<file path="src/hdl/header_length_tail_deframer_defines.svh">
// ---------------------------------------------------------------------------
// Assertion macros for the header/length/tail deframer.
// Each macro builds one labeled concurrent assertion on the rising clock edge,
// disabled while reset is high.
// ---------------------------------------------------------------------------
`ifndef HEADER_LENGTH_TAIL_DEFRAMER_DEFINES_SVH
`define HEADER_LENGTH_TAIL_DEFRAMER_DEFINES_SVH

// The consequent must hold in the same cycle as the antecedent.
`define HLTD_ASSERT_SAME(label, clk, rst, ante, cons) \
  label: assert property (@(posedge clk) disable iff (rst) (ante) |-> (cons)) \
    else $error("deframer assertion failed");

// The consequent must hold in the cycle after the antecedent.
`define HLTD_ASSERT_NEXT(label, clk, rst, ante, cons) \
  label: assert property (@(posedge clk) disable iff (rst) (ante) |=> (cons)) \
    else $error("deframer assertion failed");

`endif

</file>
<file path="src/hdl/hltd_pkg.sv">
`timescale 1ns / 1ps
// ---------------------------------------------------------------------------
// hltd_pkg
// Shared constants, the result record type and the header byte lookup for the
// header/length/tail deframer.
// ---------------------------------------------------------------------------
package hltd_pkg;

  localparam logic [31:0] HDR_WORD    = 32'hA5FF5AFF;
  localparam logic [31:0] TAIL_WORD   = 32'h5AFFA5FF;
  localparam logic [32:0] MIN_FRAME   = 33'd24;
  localparam logic [30:0] LEN_SLOT    = 31'd4;   // frame bytes 16..19 have count[32:2] == 4
  localparam logic [32:0] HDR_COUNT   = 33'd4;
  localparam logic [32:0] COUNT_MAX   = 33'h1FFFFFFFF;
  localparam logic [2:0]  WINDOW_FULL = 3'd4;
  localparam logic [1:0]  LAST_HDR_BEAT = 2'd3;
  localparam int          QUEUE_DEPTH = 4;

  // One queued result: either a whole header (expanded to four beats on the
  // way out) or a single frame byte.
  typedef struct packed {
    logic       is_header;
    logic [7:0] data;
    logic       last;
  } hltd_rec_t;

  function automatic logic [7:0] hdr_byte(input logic [1:0] idx);
    logic [7:0] b;
    case (idx)
      2'd0:    b = HDR_WORD[31:24];
      2'd1:    b = HDR_WORD[23:16];
      2'd2:    b = HDR_WORD[15:8];
      default: b = HDR_WORD[7:0];
    endcase
    return b;
  endfunction

endpackage

</file>
<file path="src/hdl/hltd_core.sv">
`timescale 1ns / 1ps
`include "header_length_tail_deframer_defines.svh"
// ---------------------------------------------------------------------------
// hltd_core
// Input register and frame tracking: byte window, header and tail detection,
// length capture and frame byte count. Emits at most one record per cycle.
// ---------------------------------------------------------------------------
module hltd_core (
  input  logic              clk,
  input  logic              rst,
  input  logic              accept,
  input  logic [7:0]        in_byte,
  output logic              pending,
  output logic              push,
  output hltd_pkg::hltd_rec_t rec
);

  logic        in_valid_q;
  logic [7:0]  in_byte_q;
  logic [31:0] byte_window;
  logic [2:0]  window_fill;
  logic        in_frame;
  logic [32:0] frame_count;
  logic [31:0] length_field;

  logic [31:0] window_next;
  logic [2:0]  fill_next;
  logic [32:0] count_next;
  logic [31:0] length_next;
  logic [32:0] expected;
  logic        hdr_hit;
  logic        done;

  always_comb begin
    window_next = {byte_window[23:0], in_byte_q};
    fill_next   = (window_fill == hltd_pkg::WINDOW_FULL) ? window_fill : window_fill + 3'd1;
    hdr_hit     = !in_frame && (fill_next == hltd_pkg::WINDOW_FULL) &&
                  (window_next == hltd_pkg::HDR_WORD);
    count_next  = (frame_count == hltd_pkg::COUNT_MAX) ? frame_count : frame_count + 33'd1;
    length_next = length_field;
    if (frame_count[32:2] == hltd_pkg::LEN_SLOT) begin
      length_next[{frame_count[1:0], 3'b000} +: 8] = in_byte_q;
    end
    // The stored length is enough here: while the length bytes are still
    // arriving the count is below the minimum frame size anyway.
    expected = {1'b0, length_field} + hltd_pkg::MIN_FRAME;
    done     = in_frame && (count_next >= expected) && (window_next == hltd_pkg::TAIL_WORD);
  end

  assign pending       = in_valid_q;
  assign push          = in_valid_q && (hdr_hit || in_frame);
  assign rec.is_header = hdr_hit;
  assign rec.data      = in_byte_q;
  assign rec.last      = done;

  always_ff @(posedge clk) begin
    if (accept) begin
      in_byte_q <= in_byte;
    end
  end

  always_ff @(posedge clk) begin
    if (rst) begin
      in_valid_q   <= 1'b0;
      byte_window  <= '0;
      window_fill  <= '0;
      in_frame     <= 1'b0;
      frame_count  <= '0;
      length_field <= '0;
    end else begin
      in_valid_q <= accept;
      if (in_valid_q) begin
        if (done) begin
          byte_window  <= '0;
          window_fill  <= '0;
          in_frame     <= 1'b0;
          frame_count  <= '0;
          length_field <= '0;
        end else begin
          byte_window <= window_next;
          if (!in_frame) begin
            window_fill <= fill_next;
            if (hdr_hit) begin
              in_frame     <= 1'b1;
              frame_count  <= hltd_pkg::HDR_COUNT;
              length_field <= '0;
            end
          end else begin
            frame_count  <= count_next;
            length_field <= length_next;
          end
        end
      end
    end
  end

  `HLTD_ASSERT_NEXT(a_hdr_enters_frame, clk, rst, push && rec.is_header, in_frame && (frame_count == hltd_pkg::HDR_COUNT))
  `HLTD_ASSERT_NEXT(a_last_restarts_hunt, clk, rst, push && rec.last, !in_frame && (window_fill == 3'd0))

endmodule

</file>
<file path="src/hdl/hltd_queue.sv">
`timescale 1ns / 1ps
`include "header_length_tail_deframer_defines.svh"
// ---------------------------------------------------------------------------
// hltd_queue
// Result queue between the frame tracker and the output port. A header record
// leaves as four beats, any other record as one.
// ---------------------------------------------------------------------------
module hltd_queue #(
  parameter int DEPTH = hltd_pkg::QUEUE_DEPTH
) (
  input  logic                clk,
  input  logic                rst,
  input  logic                push,
  input  hltd_pkg::hltd_rec_t rec,
  input  logic                reserve,
  output logic                no_room,
  output logic                out_valid,
  input  logic                out_stall,
  output logic [7:0]          out_byte,
  output logic                frame_first,
  output logic                frame_last
);

  localparam int PtrW = $clog2(DEPTH);
  localparam int CntW = $clog2(DEPTH + 1);

  hltd_pkg::hltd_rec_t mem [DEPTH];
  hltd_pkg::hltd_rec_t head;
  logic [PtrW-1:0] wr_ptr;
  logic [PtrW-1:0] rd_ptr;
  logic [CntW-1:0] count;
  logic [1:0]      beat;
  logic            beat_end;
  logic            pop;

  assign head      = mem[rd_ptr];
  assign out_valid = (count != '0);
  assign beat_end  = !head.is_header || (beat == hltd_pkg::LAST_HDR_BEAT);
  assign pop       = out_valid && !out_stall && beat_end;

  assign out_byte    = head.is_header ? hltd_pkg::hdr_byte(beat) : head.data;
  assign frame_first = head.is_header && (beat == 2'd0);
  assign frame_last  = !head.is_header && head.last;

  // The byte sitting in the tracker's input register always gets a slot.
  assign no_room = ({1'b0, count} + (CntW + 1)'(reserve)) >= (CntW + 1)'(DEPTH);

  always_ff @(posedge clk) begin
    if (push) begin
      mem[wr_ptr] <= rec;
    end
  end

  always_ff @(posedge clk) begin
    if (rst) begin
      wr_ptr <= '0;
      rd_ptr <= '0;
      count  <= '0;
      beat   <= '0;
    end else begin
      if (push) begin
        wr_ptr <= (wr_ptr == PtrW'(DEPTH - 1)) ? '0 : wr_ptr + 1'b1;
      end
      if (pop) begin
        rd_ptr <= (rd_ptr == PtrW'(DEPTH - 1)) ? '0 : rd_ptr + 1'b1;
      end
      case ({push, pop})
        2'b10:   count <= count + 1'b1;
        2'b01:   count <= count - 1'b1;
        default: count <= count;
      endcase
      if (out_valid && !out_stall) begin
        beat <= beat_end ? 2'd0 : beat + 2'd1;
      end
    end
  end

  `HLTD_ASSERT_SAME(a_count_bound, clk, rst, 1'b1, count <= CntW'(DEPTH))
  `HLTD_ASSERT_SAME(a_push_has_slot, clk, rst, push, count < CntW'(DEPTH))

endmodule

</file>
<file path="src/hdl/header_length_tail_deframer.sv">
`timescale 1ns / 1ps
// ---------------------------------------------------------------------------
// header_length_tail_deframer
// Cuts frames out of a byte stream: hunts for the A5 FF 5A FF header, passes
// frame bytes through and closes the frame on the first 5A FF A5 FF tail once
// 24 plus the little-endian length in frame bytes 16..19 have passed.
//
//   channel  valid      stall      payload
//   input    in_valid   in_stall   in_byte
//   output   out_valid  out_stall  out_byte, frame_first, frame_last
//
// One byte is accepted per cycle while in_stall is low. A byte inside a frame
// passes through the input register and the result queue on its way to the
// output; a completed header appears as four beats. in_stall rises when the
// result queue entries plus the byte in the input register reach QUEUE_DEPTH.
// Reset is synchronous and returns the block to hunting with an empty window.
// ---------------------------------------------------------------------------
module header_length_tail_deframer #(
  parameter int QUEUE_DEPTH = hltd_pkg::QUEUE_DEPTH
) (
  input  logic       clk,
  input  logic       rst,
  input  logic       in_valid,
  output logic       in_stall,
  input  logic [7:0] in_byte,
  output logic       out_valid,
  input  logic       out_stall,
  output logic [7:0] out_byte,
  output logic       frame_first,
  output logic       frame_last
);

  logic                accept;
  logic                pending;
  logic                push;
  logic                no_room;
  hltd_pkg::hltd_rec_t rec;

  assign in_stall = no_room;
  assign accept   = in_valid && !no_room;

  hltd_core u_core (
    .clk     (clk),
    .rst     (rst),
    .accept  (accept),
    .in_byte (in_byte),
    .pending (pending),
    .push    (push),
    .rec     (rec)
  );

  hltd_queue #(
    .DEPTH (QUEUE_DEPTH)
  ) u_queue (
    .clk         (clk),
    .rst         (rst),
    .push        (push),
    .rec         (rec),
    .reserve     (pending),
    .no_room     (no_room),
    .out_valid   (out_valid),
    .out_stall   (out_stall),
    .out_byte    (out_byte),
    .frame_first (frame_first),
    .frame_last  (frame_last)
  );

endmodule
</file>
<file path="config.mk">
export PLATFORM = sky130hd
export DESIGN_NAME = header_length_tail_deframer
export DESIGN_NICKNAME = d
export VERILOG_FILES = /design/src/hdl/hltd_pkg.sv /design/src/hdl/hltd_core.sv /design/src/hdl/hltd_queue.sv /design/src/hdl/header_length_tail_deframer.sv
export VERILOG_INCLUDE_DIRS = /design/src /design/src/hdl
export SDC_FILE = /design/constraint.sdc
export NUM_CORES = 1
export LEC_CHECK = 0
export BUFFER_PORTS_ARGS = -buffer_cell sky130_fd_sc_hd__buf_2
export CORE_MARGIN = 2
export CORE_UTILIZATION = 63
export CTS_CLUSTER_DIAMETER = 120
export CTS_CLUSTER_SIZE = 30
export DETAILED_ROUTE_END_ITERATION = 8
export PLACE_DENSITY = 0.82
export SYNTH_ARGS = -nofsm -noshare
export SYNTH_HDL_FRONTEND = slang
export SYNTH_SLANG_ARGS = --single-unit
</file>
<file path="constraint.sdc">
create_clock -name clk -period 4.6 [get_ports clk]
set_clock_uncertainty 0.15 [all_clocks]
set_input_delay 0.46 -clock clk [delete_from_list [all_inputs] [get_ports clk]]
set_output_delay 0.46 -clock clk [all_outputs]
set_load 0.1 [all_outputs]
</file>
==> results.py <==
metrics = {
    "outcome": {
        "status": "complete, no violations",
    },
    "power_and_ir_drop": {
        "p_total_mw": 2.90,
        "power.density_nw_per_um2": 308,
        "power_leakage_nw": 3.41,
        "max-vdd-ir-drop_v": 0.000208,
    },
    "grt": {
        "grt_pass1_wl_um": 35100,
        "gr-usage-all-layers": 0.312,
        "antenna_found_initial": 0,
        "grt_max_degree": 55,
        "gr-total-overflow": 0,
        "grt_pass1_vias": 6978,
    },
    "floorplan": {
        "die_y_um": 119,
        "start_util": 0.639,
        "design.core.area_um2": 13100,
        "row_count": 42,
        "ioPinCount": 24,
        "die_x_um": 119,
        "die_area_um2": 14300,
    },
    "placement": {
        "gp_congestion": 0.946,
        "port_buffers": 23,
        "dpl.hpwl_um": 14700,
    },
    "logic_synthesis": {
        "yosysTopAreaCell": "dfxtp_1",
        "synth_ff_type": "dfxtp_1",
        "ys_seq_elements": 153,
        "ys_seq_area_frac": 0.422,
        "synth_warnings": 0,
        "synth_top_area_frac": 0.250,
        "syn_area_um2": 8400,
        "avgSynthCellArea_um2": 9.77,
        "synth_edf_count": 48,
        "synthDistinctLibCells": 72,
        "async_flop_share": 0,
        "syn_inst": 860,
        "synth.area.top_cells": "dfxtp_1 (25%), edfxtp_1 (17%), ha_1 (7.6%)",
        "synth_nets": 924,
    },
    "critical_path": {
        "slowest_delay_ns": 0.47,
        "critPathArrivalTime_ns": 4.68,
        "worst-path-stages": 17,
        "critPathLaunchType": "flip-flop",
        "worst-endpoint-required_ns": 4.81,
        "cp_cell_sequence": "ha_4 -> nand4_1 -> nor3_2 -> buf_4 -> nand2_1 -> nand2_1 -> xnor2_1 -> ha_1 -> a21oi_1 -> o21ai_0 -> o311a_1 -> o31ai_4 -> buf_12 -> inv_2 -> o21ai_4 -> buf_4 -> mux2i_1",
        "path_buf_inv": 4,
        "end_kind": "flip-flop",
        "critPathKind": "reg -> reg",
        "crit_slowest_cell": "dfxtp_1",
        "cp_max_fo": 18,
        "crit_family": "compound AO/OA/AOI/OAI gates",
        "r2r_cells": 17,
    },
    "route": {
        "antenna_left": 0,
        "drc_errors": 0,
        "totalWireLength_um": 22100,
        "drt_first_pass_iters": 5,
        "vias_per_cell": 6.72,
        "drt_iter0_drc": 839,
        "avgRoutedWirePerCell_um": 20.6,
        "vias": 7218,
    },
    "sta": {
        "worst_pin_slew_ns": 1.40,
        "max_clock_freq_mhz": 224,
        "maxSlewViolCount": 0,
        "relSlewSlack": 0.0544,
        "hold_viol": 0,
        "setup_violations": 0,
        "finalSetupTns_ns": 0,
        "layout_worst_path_cycle_share": 0.971,
        "fin_crit_ns": 4.46,
    },
    "finish": {
        "layout.nets": 949,
        "area_growth_pct": 12.2,
        "drive_above_1_share": 0.146,
        "multiInputGateArea_um2": 4520,
        "n_antenna_cell": 0,
        "final_cell_mix": "dfxtp_1 (97), nand2_1 (81), ha_1 (50)",
        "final_common_cell": "dfxtp_1",
        "fillCellCount": 888,
        "seq_area_um2": 3550,
    },
    "worst_hold_path": {
        "hold_path_class": "in -> reg",
        "hold_depth": 1,
    },
    "clock_tree": {
        "cts_hold_buf": 0,
        "clockBufferDepth": 2,
        "cts-root-buf": "clkbuf_16",
        "cts_inserted_buffers": 17,
        "h-tree-depth": 4,
        "cts.sinks": 153,
        "cts_tree": "built",
        "insertion_delay_ns": 0.44,
        "clk_pin_slew_ns": 0.07,
    },
    "job": {
        "drv_cap": 0,
    },
}
[metrics by stage]
stage	hold WS, ns	instance area (um2)	utilization	cells	setup WS, ns
after detailed placement	0.328	8650	0.658	1032	-0.138
final	0.0402	9420	0.717	1074	0.136
after global placement	0.307	8650	0.658	1032	0.115
after global routing	0.0376	9420	0.717	1074	-0.0138
after floorplan	0.295	8400	-	860	0.617
after CTS	0.0376	9290	0.707	1066	0.0329
[final timing paths]
path / from / end / slack [ns]
worst max-delay path: u_core.frame_count[1] / u_core.length_field[1] / 0.14
worst min register to register: u_core.byte_window[16] / u_core.byte_window[16] / 0.34
worst min-delay path: in_byte[5] / u_core.in_byte_q[5] / 0.04
worst max register to register: u_core.frame_count[1] / u_core.length_field[1] / 0.14
[Yosys cell counts, types with 25 or more instances]
| cell | count |
|---|---|
| a21oi_1 | 47 |
| edfxtp_1 | 48 |
| xnor2_1 | 27 |
| a31oi_1 | 25 |
| xor2_1 | 31 |
| nand3_1 | 41 |
| dfxtp_1 | 105 |
| ha_1 | 51 |
| nand4_1 | 36 |
| inv_1 | 34 |
| nand2_1 | 81 |
| nor2_1 | 38 |
[cell families (layout without fill, tap and decap cells)]
group,after synthesis,after routing,share of synthesized area
AND/OR/NAND/NOR,315,315,0.202
AO/OA/AOI/OAI,170,170,0.142
flip-flops,153,153,0.422
buffers and inverters,85,123,0.0478
XOR/XNOR,58,58,0.0605
adder cells (fa/ha/maj),52,52,0.0784
multiplexers,27,27,0.0471
[layer usage]
layer | track usage | up-vias | part of all wire | wire, um
met5 | 0 | - | 0 | 0
met4 | 0.149 | 0 | 0.034 | 762
met3 | 0.0637 | 67 | 0.088 | 1940
met2 | 0.507 | 431 | 0.48 | 10500
met1 | 0.400 | 3475 | 0.40 | 8910
li1 | - | 3245 | - | -
[sequential cells by signal (all words and copies together) (netlist names), 2 cells and up, named ones only]
register             count
u_queue.rd_ptr           2
u_core.byte_window      24
u_core.in_byte_q         8
u_core.frame_count      33
u_core.length_field     32
u_queue.mem             40
u_core.window_fill       3
u_queue.count            3
u_queue.beat             2
u_queue.wr_ptr           2
[layout make-up]
type,count,area share
Sequential cell,153,0.377
Inverter,35,0.0139
Tap cell,176,0.0234
Clock inverter,15,0.0173
Clock buffer,17,0.0452
Multi-Input combinational cell,622,0.480
Timing Repair Buffer,56,0.0430
[where the power goes]
part,internal (mW),switching [mW]
combinational,0.0243,0.0509
clock,0.768,0.632
sequential,1.40,0.0227
[repair_timing]
action                                  CTS  global route
cloned                                    0             1
setup buffers                             2             7
endpoints found under the setup margin    9            79
resized for setup                         6            18
pin swaps                                 1             6
(Power assumes the default switching activity.)
